## config.mk

```make
export PLATFORM = sky130hd
export DESIGN_NAME = stepper_divider_positioner
export DESIGN_NICKNAME = d
export VERILOG_FILES = /design/src/rtl/sdp_pkg.sv /design/src/rtl/sdp_ctrl.sv /design/src/rtl/stepper_divider_positioner.sv
export VERILOG_INCLUDE_DIRS = /design/src /design/src/rtl
export SDC_FILE = /design/constraint.sdc
export NUM_CORES = 1
export LEC_CHECK = 0
export BUFFER_PORTS_ARGS = -buffer_cell sky130_fd_sc_hd__buf_2
export CAP_MARGIN = 20
export CORE_UTILIZATION = 51
export DETAILED_ROUTE_END_ITERATION = 10
export GPL_ROUTABILITY_DRIVEN = 0
export HOLD_SLACK_MARGIN = 0.1
export PLACE_DENSITY = 0.74
export SYNTH_ARGS = -nofsm -noshare
export SYNTH_HDL_FRONTEND = slang
export SYNTH_SLANG_ARGS = --single-unit
```

## constraint.sdc

```tcl
create_clock -name clk -period 5.71 [get_ports clk]
set_clock_uncertainty 0.2 [all_clocks]
set_input_delay 1.4275 -clock clk [delete_from_list [all_inputs] [get_ports clk]]
set_output_delay 1.4275 -clock clk [all_outputs]
set_load 0.05 [all_outputs]
```

## src/rtl/stepper_divider_positioner_defines.svh

```systemverilog
// assertion macros shared by the stepper positioner rtl
`ifndef STEPPER_DIVIDER_POSITIONER_DEFINES_SVH
`define STEPPER_DIVIDER_POSITIONER_DEFINES_SVH

// same-cycle implication, checked out of reset
`define SDP_ASSERT_IMPL(name, ante, cons, msg) \
  name: assert property (@(posedge clk) disable iff (rst) (ante) |-> (cons)) \
    else $error(msg);

// next-cycle implication, checked out of reset
`define SDP_ASSERT_NEXT(name, ante, cons, msg) \
  name: assert property (@(posedge clk) disable iff (rst) (ante) |=> (cons)) \
    else $error(msg);

`endif

```

## src/rtl/sdp_pkg.sv

```systemverilog
// types and constants shared by the stepper positioner modules
package sdp_pkg;

  // register map, by word index
  localparam logic REG_PULSE_INTERVAL = 1'b0;
  localparam logic REG_MOVE_STEPS     = 1'b1;

  localparam logic [7:0]  PULSE_INTERVAL_RESET = 8'd40;
  localparam logic [15:0] MOVE_STEPS_RESET     = 16'd200;

  // control flags of the motor state
  typedef struct packed {
    logic pulse_ready;
    logic motion_enable;
    logic target_side;
    logic last_target;
    logic complete_flag;
    logic homed_flag;
    logic homing_started;
    logic dir_level;
    logic enable_level;
  } flags_t;

  // one result beat
  typedef struct packed {
    logic        step_pulse;
    logic        direction;
    logic        driver_enable;
    logic        homed;
    logic        move_done;
    logic [15:0] steps_taken;
  } result_t;

endpackage

```

## src/rtl/sdp_ctrl.sv

```systemverilog
// pulse generator and homing / positioning state, one tick per accepted beat
`include "stepper_divider_positioner_defines.svh"

module sdp_ctrl #(
  parameter int COUNT_BITS = 16
) (
  input  logic              clk,
  input  logic              rst,
  input  logic              en,
  input  logic              pulse_tick,
  input  logic              task_tick,
  input  logic              home_switch,
  input  logic              ball_left,
  input  logic              ball_right,
  input  logic [7:0]        pulse_interval,
  input  logic [15:0]       move_steps,
  output sdp_pkg::result_t  res
);

  sdp_pkg::flags_t         flags;
  sdp_pkg::flags_t         flags_next;
  logic [7:0]              tick_counter;
  logic [7:0]              tick_counter_next;
  logic [COUNT_BITS-1:0]   step_count;
  logic [COUNT_BITS-1:0]   step_count_next;
  logic [COUNT_BITS+15:0]  count_ext;

  // next state for one tick
  always_comb begin
    flags_next        = flags;
    tick_counter_next = tick_counter;
    step_count_next   = step_count;

    // pulse generator
    if (pulse_tick) begin
      tick_counter_next = tick_counter + 8'd1;
      if (!flags.pulse_ready) begin
        flags_next.pulse_ready = 1'b1;
      end else if (flags.motion_enable && (tick_counter_next >= pulse_interval)) begin
        tick_counter_next      = 8'd0;
        step_count_next        = step_count + {{(COUNT_BITS-1){1'b0}}, 1'b1};
        flags_next.pulse_ready = 1'b0;
      end
    end

    // control step
    if (task_tick) begin
      if (ball_left) begin
        flags_next.target_side = 1'b1;
      end
      if (ball_right) begin
        flags_next.target_side = 1'b0;
      end
      if (!flags.homed_flag) begin
        // homing: drive toward the home switch
        if (!flags_next.homing_started) begin
          flags_next.homing_started = 1'b1;
          flags_next.enable_level   = 1'b1;
          flags_next.dir_level      = 1'b1;
          flags_next.motion_enable  = 1'b1;
        end
        if (home_switch) begin
          flags_next.enable_level   = 1'b0;
          flags_next.dir_level      = 1'b0;
          flags_next.motion_enable  = 1'b0;
          step_count_next           = '0;
          flags_next.homing_started = 1'b0;
          flags_next.homed_flag     = 1'b1;
        end
      end else begin
        // positioning: start a move on a new target and stop it when the move completes
        if (flags_next.last_target != flags_next.target_side) begin
          flags_next.dir_level     = !flags_next.target_side;
          flags_next.complete_flag = 1'b0;
          step_count_next          = '0;
          flags_next.enable_level  = 1'b1;
          flags_next.motion_enable = 1'b1;
        end
        flags_next.last_target = flags_next.target_side;
        if (!flags_next.complete_flag) begin
          if (flags_next.target_side) begin
            if ({16'b0, step_count_next} >= {{COUNT_BITS{1'b0}}, move_steps}) begin
              flags_next.complete_flag = 1'b1;
            end
          end else if (home_switch) begin
            flags_next.complete_flag = 1'b1;
          end
          if (flags_next.complete_flag) begin
            flags_next.enable_level  = 1'b0;
            flags_next.motion_enable = 1'b0;
            step_count_next          = '0;
          end
        end
      end
    end
  end

  // result from the state after this tick
  assign count_ext = {16'b0, step_count_next};

  always_comb begin
    res.step_pulse    = !flags_next.pulse_ready;
    res.direction     = flags_next.dir_level;
    res.driver_enable = flags_next.enable_level;
    res.homed         = flags_next.homed_flag;
    res.move_done     = flags_next.complete_flag;
    res.steps_taken   = count_ext[15:0];
  end

  // state registers
  always_ff @(posedge clk) begin
    if (rst) begin
      flags        <= '{pulse_ready: 1'b1, default: 1'b0};
      tick_counter <= 8'd0;
      step_count   <= '0;
    end else if (en) begin
      flags        <= flags_next;
      tick_counter <= tick_counter_next;
      step_count   <= step_count_next;
    end
  end

  `SDP_ASSERT_NEXT(a_pulse_one_tick, en && pulse_tick && !flags.pulse_ready,
    flags.pulse_ready, "step pulse lasted more than one tick")
  `SDP_ASSERT_IMPL(a_done_stops_motor, flags.complete_flag,
    !flags.motion_enable && !flags.enable_level, "completed move still driving the motor")
  `SDP_ASSERT_NEXT(a_homed_sticks, flags.homed_flag, flags.homed_flag,
    "homed flag dropped")

endmodule

```

## src/rtl/stepper_divider_positioner.sv

```systemverilog
// stepper positioner top level: apb registers, control state and result buffer
// the result of each accepted tick beat is registered into the result buffer
// throughput: one tick beat per cycle while the result buffer is not full
// a two-entry result buffer keeps input beats flowing while one result waits
// reset: synchronous active-high rst clears the motor state, empties the result buffer
// and loads pulse_interval 40 and move_steps 200
`include "stepper_divider_positioner_defines.svh"

module stepper_divider_positioner #(
  parameter int COUNT_BITS = 16
) (
  input  logic        clk,
  input  logic        rst,
  // tick channel
  input  logic        in_valid,
  output logic        in_ready,
  input  logic        pulse_tick,
  input  logic        task_tick,
  input  logic        home_switch,
  input  logic        ball_left,
  input  logic        ball_right,
  // result channel
  output logic        out_valid,
  input  logic        out_ready,
  output logic        step_pulse,
  output logic        direction,
  output logic        driver_enable,
  output logic        homed,
  output logic        move_done,
  output logic [15:0] steps_taken,
  // configuration port
  input  logic        psel,
  input  logic        penable,
  input  logic        pwrite,
  input  logic [2:0]  paddr,
  input  logic [31:0] pwdata,
  output logic [31:0] prdata,
  output logic        pready
);

  logic [7:0]        pulse_interval;
  logic [15:0]       move_steps;
  logic              cfg_wr;
  logic              push;
  logic              pop;
  logic [1:0]        count;
  sdp_pkg::result_t  res;
  sdp_pkg::result_t  slot0;
  sdp_pkg::result_t  slot1;

  // configuration registers
  assign pready = 1'b1;
  assign cfg_wr = psel && penable && pwrite && pready;

  always_ff @(posedge clk) begin
    if (rst) begin
      pulse_interval <= sdp_pkg::PULSE_INTERVAL_RESET;
      move_steps     <= sdp_pkg::MOVE_STEPS_RESET;
    end else if (cfg_wr) begin
      case (paddr[2])
        sdp_pkg::REG_PULSE_INTERVAL: pulse_interval <= pwdata[7:0];
        sdp_pkg::REG_MOVE_STEPS:     move_steps     <= pwdata[15:0];
        default: ;
      endcase
    end
  end

  // register readback
  always_comb begin
    case (paddr[2])
      sdp_pkg::REG_PULSE_INTERVAL: prdata = {24'b0, pulse_interval};
      sdp_pkg::REG_MOVE_STEPS:     prdata = {16'b0, move_steps};
      default:                     prdata = 32'b0;
    endcase
  end

  // tick handshake
  assign in_ready  = (count != 2'd2);
  assign push      = in_valid && in_ready;
  assign out_valid = (count != 2'd0);
  assign pop       = out_valid && out_ready;

  sdp_ctrl #(
    .COUNT_BITS (COUNT_BITS)
  ) u_ctrl (
    .clk            (clk),
    .rst            (rst),
    .en             (push),
    .pulse_tick     (pulse_tick),
    .task_tick      (task_tick),
    .home_switch    (home_switch),
    .ball_left      (ball_left),
    .ball_right     (ball_right),
    .pulse_interval (pulse_interval),
    .move_steps     (move_steps),
    .res            (res)
  );

  // result buffer occupancy
  always_ff @(posedge clk) begin
    if (rst) begin
      count <= 2'd0;
    end else if (push && !pop) begin
      count <= count + 2'd1;
    end else if (pop && !push) begin
      count <= count - 2'd1;
    end
  end

  // result buffer payload, slot0 is the head
  always_ff @(posedge clk) begin
    if (push && pop) begin
      slot0 <= res;
    end else if (pop) begin
      slot0 <= slot1;
    end else if (push) begin
      if (count == 2'd0) begin
        slot0 <= res;
      end else begin
        slot1 <= res;
      end
    end
  end

  assign step_pulse    = slot0.step_pulse;
  assign direction     = slot0.direction;
  assign driver_enable = slot0.driver_enable;
  assign homed         = slot0.homed;
  assign move_done     = slot0.move_done;
  assign steps_taken   = slot0.steps_taken;

  `SDP_ASSERT_IMPL(a_no_overflow, push, count != 2'd2, "tick beat taken with result buffer full")
  `SDP_ASSERT_NEXT(a_pop_drains, pop && !push, count == $past(count) - 2'd1, "result beat taken without draining")
  `SDP_ASSERT_NEXT(a_push_fills, push && !pop, count == $past(count) + 2'd1, "tick beat accepted without filling buffer")

endmodule
```

==> results.py <==
metrics = {
    "worst_hold_path": {
        "hp-class": "register to register",
        "min_from": "move_steps[8]",
    },
    "synthesis": {
        "avgSynthCellArea_sq_um": 8.80,
        "synthTopCellsByArea": "edfxtp_1 (22%), dfxtp_1 (21%), ha_1 (6.2%)",
        "ys_ff_latch": 101,
        "yosys.cell_types.count": 62,
        "synth_ff_type": "dfxtp_1",
        "synthArstFlopShare_pct": 0,
        "synth_cells": 640,
        "netlist.area_leader.share_pct": 22.4,
        "synth.largest_area_cell": "edfxtp_1",
        "synth_edf_count": 42,
        "synth_seq_area_share_pct": 43.3,
        "yosysWarningCount": 0,
        "synth_area_sq_um": 5630,
    },
    "final_layout": {
        "layout.cells.non_filler": 845,
        "fin_nets": 775,
        "layout_commonest_cell": "nand2_1",
        "n_antenna_cell": 0,
        "drive_above_1_share_pct": 17.0,
        "fillers": 954,
        "finalCoreUtilization_pct": 58.2,
        "mostFrequentLayoutCells": "nand2_1 (90), nor2_1 (79), buf_2 (67)",
        "area_delta_synth_final_pct": 11.4,
    },
    "worst_setup_path": {
        "critPathKind": "register to register",
        "crit_chain": "and3_1, and3_1, nand3_1, xnor2_1, ha_1, a21oi_1, o21a_1, o31ai_2, buf_4, and4_1, xnor2_1, nor2_1, ha_1, a21oi_1, o211ai_2, or3_4, o31ai_4, nand2_2, buf_4, o31ai_1",
        "crit_fanout": 22,
        "worstReg2RegStart": "u_ctrl.tick_counter[2]",
        "arrival_ns": 5.20,
        "cpPeakStageDelay_ns": 0.41,
        "startpoint": "u_ctrl.tick_counter[2]",
        "cp-start-kind": "register",
        "crit_required_ns": 5.70,
        "crit_path_top_delay_cell": "dfxtp_1",
        "worstSetupEndpointType": "register",
    },
    "die": {
        "die_w_microns": 107,
        "start_util_pct": 52.2,
        "die-height_microns": 107,
        "dieArea_sq_um": 11500,
        "row_count": 38,
        "ios": 103,
        "core_area_sq_um": 10800,
    },
    "route": {
        "wl_mm": 12.9,
        "ant_nets": 0,
        "dr.pass1.iters": 5,
        "drtIter0Drc": 281,
        "avgViaCountPerCell": 5.68,
        "wl_per_cell_microns": 15.3,
        "drc": 0,
        "vias": 4798,
    },
    "grt": {
        "use_met2_pct": 37.3,
        "grt_use_total_pct": 23.3,
        "grtUsageMet1_pct": 30.4,
        "grt_pass1_wl_mm": 21.3,
        "met3_usage_pct": 4.74,
        "antenna_found_initial": 0,
        "grt_max_degree": 56,
        "grt_pass1_vias": 4441,
        "gr-total-overflow": 0,
        "top_usage_layer": "met2",
    },
    "clock_network": {
        "path_clk_slew_ns": 0.10,
        "htree_levels": 3,
        "worst_skew_pair.late_latency_ns": 0.37,
        "clock_sinks": 101,
        "tritoncts": "done",
        "clockRootBuffer": "clkbuf_8",
        "cts_hold_buf": 0,
        "cts_buffer_depth": 2,
        "cts_made_buffers": 9,
    },
    "sta": {
        "fmax_ghz": 0.192,
        "timing.final.crit_share_pct": 91.3,
        "worstMarginPinSlew_ns": 0.890,
        "maxSlewViolCount": 0,
        "setup_viol": 0,
        "finalWorstSetupSlack_ns": 0.499,
        "maxSlewHeadroom_pct": 40.5,
        "fin_crit_ns": 5.21,
        "whs_ns": 0.263,
        "setup_tns_ns": 0,
        "hold_viol": 0,
        "rsz0062_at_grt": "false",
    },
    "placement": {
        "dp_cells": 825,
        "dp_hpwl_mm": 9.40,
        "dpl_worst_slack_ns": 0.216,
        "portBuffers": 67,
    },
    "run_status": {
        "status": "finished, final reports clean",
    },
    "power_and_ir_drop": {
        "ir_drop_mv": 0.264,
        "power.density_nw_per_um2": 314,
        "power.leakage_nw": 2.55,
    },
    "job": {
        "drv_cap": 0,
    },
}
-- registers in the layout (all words and copies together) (netlist names) --
name and count:
count 2, direction 1, driver_enable 1, homed 1, move_done 1, move_steps 16, pulse_interval 8, slot1 21
step_pulse 1, steps_taken 16, u_ctrl.flags 9, u_ctrl.step_count 16, u_ctrl.tick_counter 8
-- where the power goes --
group | switching (mW) | total (mW) | internal, mW
Sequential | 0.0314 | 0.916 | 0.885
Combinational | 0.485 | 0.625 | 0.140
Clock | 0.266 | 0.431 | 0.165
Total | 0.783 | 1.97 | 1.19
-- through the flow --
| stage | total power, mW | instance area, sq um |
|---|---|---|
| after floorplan | 1.42 | 5690 |
| after global placement | 1.54 | 6040 |
| after detailed placement | 1.55 | 6040 |
| after CTS | 1.97 | 6220 |
| after global routing | 2.07 | 6280 |
| final | 1.97 | 6280 |
-- what timing repair did --
item / CTS / global route
setup buffers: 0 / 3
setup endpoints to repair: 0 / 22
gates resized for setup: 0 / 3
-- area by class of cell --
class / instances / area (sq um) / share of cell area [%]
multi-input combinational: 476 / 2910 / 46.3
sequential: 101 / 2440 / 38.9
timing repair buffer: 83 / 459 / 7.32
tap: 140 / 175 / 2.79
clock buffer: 9 / 124 / 1.97
inverter: 29 / 109 / 1.73
clock inverter: 7 / 58.8 / 0.937
-- worst max-delay path, delay by kind of cell (launching register included) --
family | cells | cell delay [ns]
adders and majority gates | 2 | 0.63
AOI/OAI and AO/OA | 7 | 1.35
buffers and inverters | 2 | 0.45
xor gates and xnor gates | 2 | 0.61
DFF | 1 | 0.41
and+or+nand+nor | 7 | 1.38
-- path summary, 6_finish.rpt --
| path | slack [ns] | end | cells past startpoint |
|---|---|---|---|
| hold reg to reg | 0.26 | move_steps[8] | 2 |
| setup / recovery | 0.50 | steps_taken[4] | 20 |
| hold / removal | 0.26 | move_steps[8] | 2 |
| setup reg to reg | 0.50 | steps_taken[4] | 20 |
-- cell families (layout without fill, tap and decap cells) --
group / after synthesis / in the layout / share of synthesized area (%)
buffers and inverters: 78 / 128 / 6.55
multiplexers: 13 / 13 / 2.42
adder cells (fa/ha/maj): 28 / 28 / 6.22
other: 2 / 17 / 0.133
AO/OA/AOI/OAI: 127 / 127 / 15.4
XOR/XNOR: 25 / 25 / 3.89
AND/OR/NAND/NOR: 266 / 266 / 22.0
flip-flops: 101 / 101 / 43.3
-- layer usage --
metal  share of wire [%]  wire, microns  vias up
met5                   0              0        -
met4                 3.2            414        0
met3                 6.1            783       29
met2                  47           6000      165
met1                  44           5690     2250
li1                    -              -     2354
-- cells in the mapped netlist, types with 6 or more instances --
cell type,count
nand2_1,90
nor2_1,79
dfxtp_1,59
edfxtp_1,42
o21ai_0,34
a21oi_1,33
ha_1,28
clkbuf_1,26
inv_1,26
nand3_1,23
nand4_1,20
buf_4,17
xor2_1,17
and3_1,11
mux2i_1,8
o211ai_1,8
xnor2_1,8
o31ai_1,7
nand2b_1,6
No activity file was read; power rests on OpenSTA's default activity.
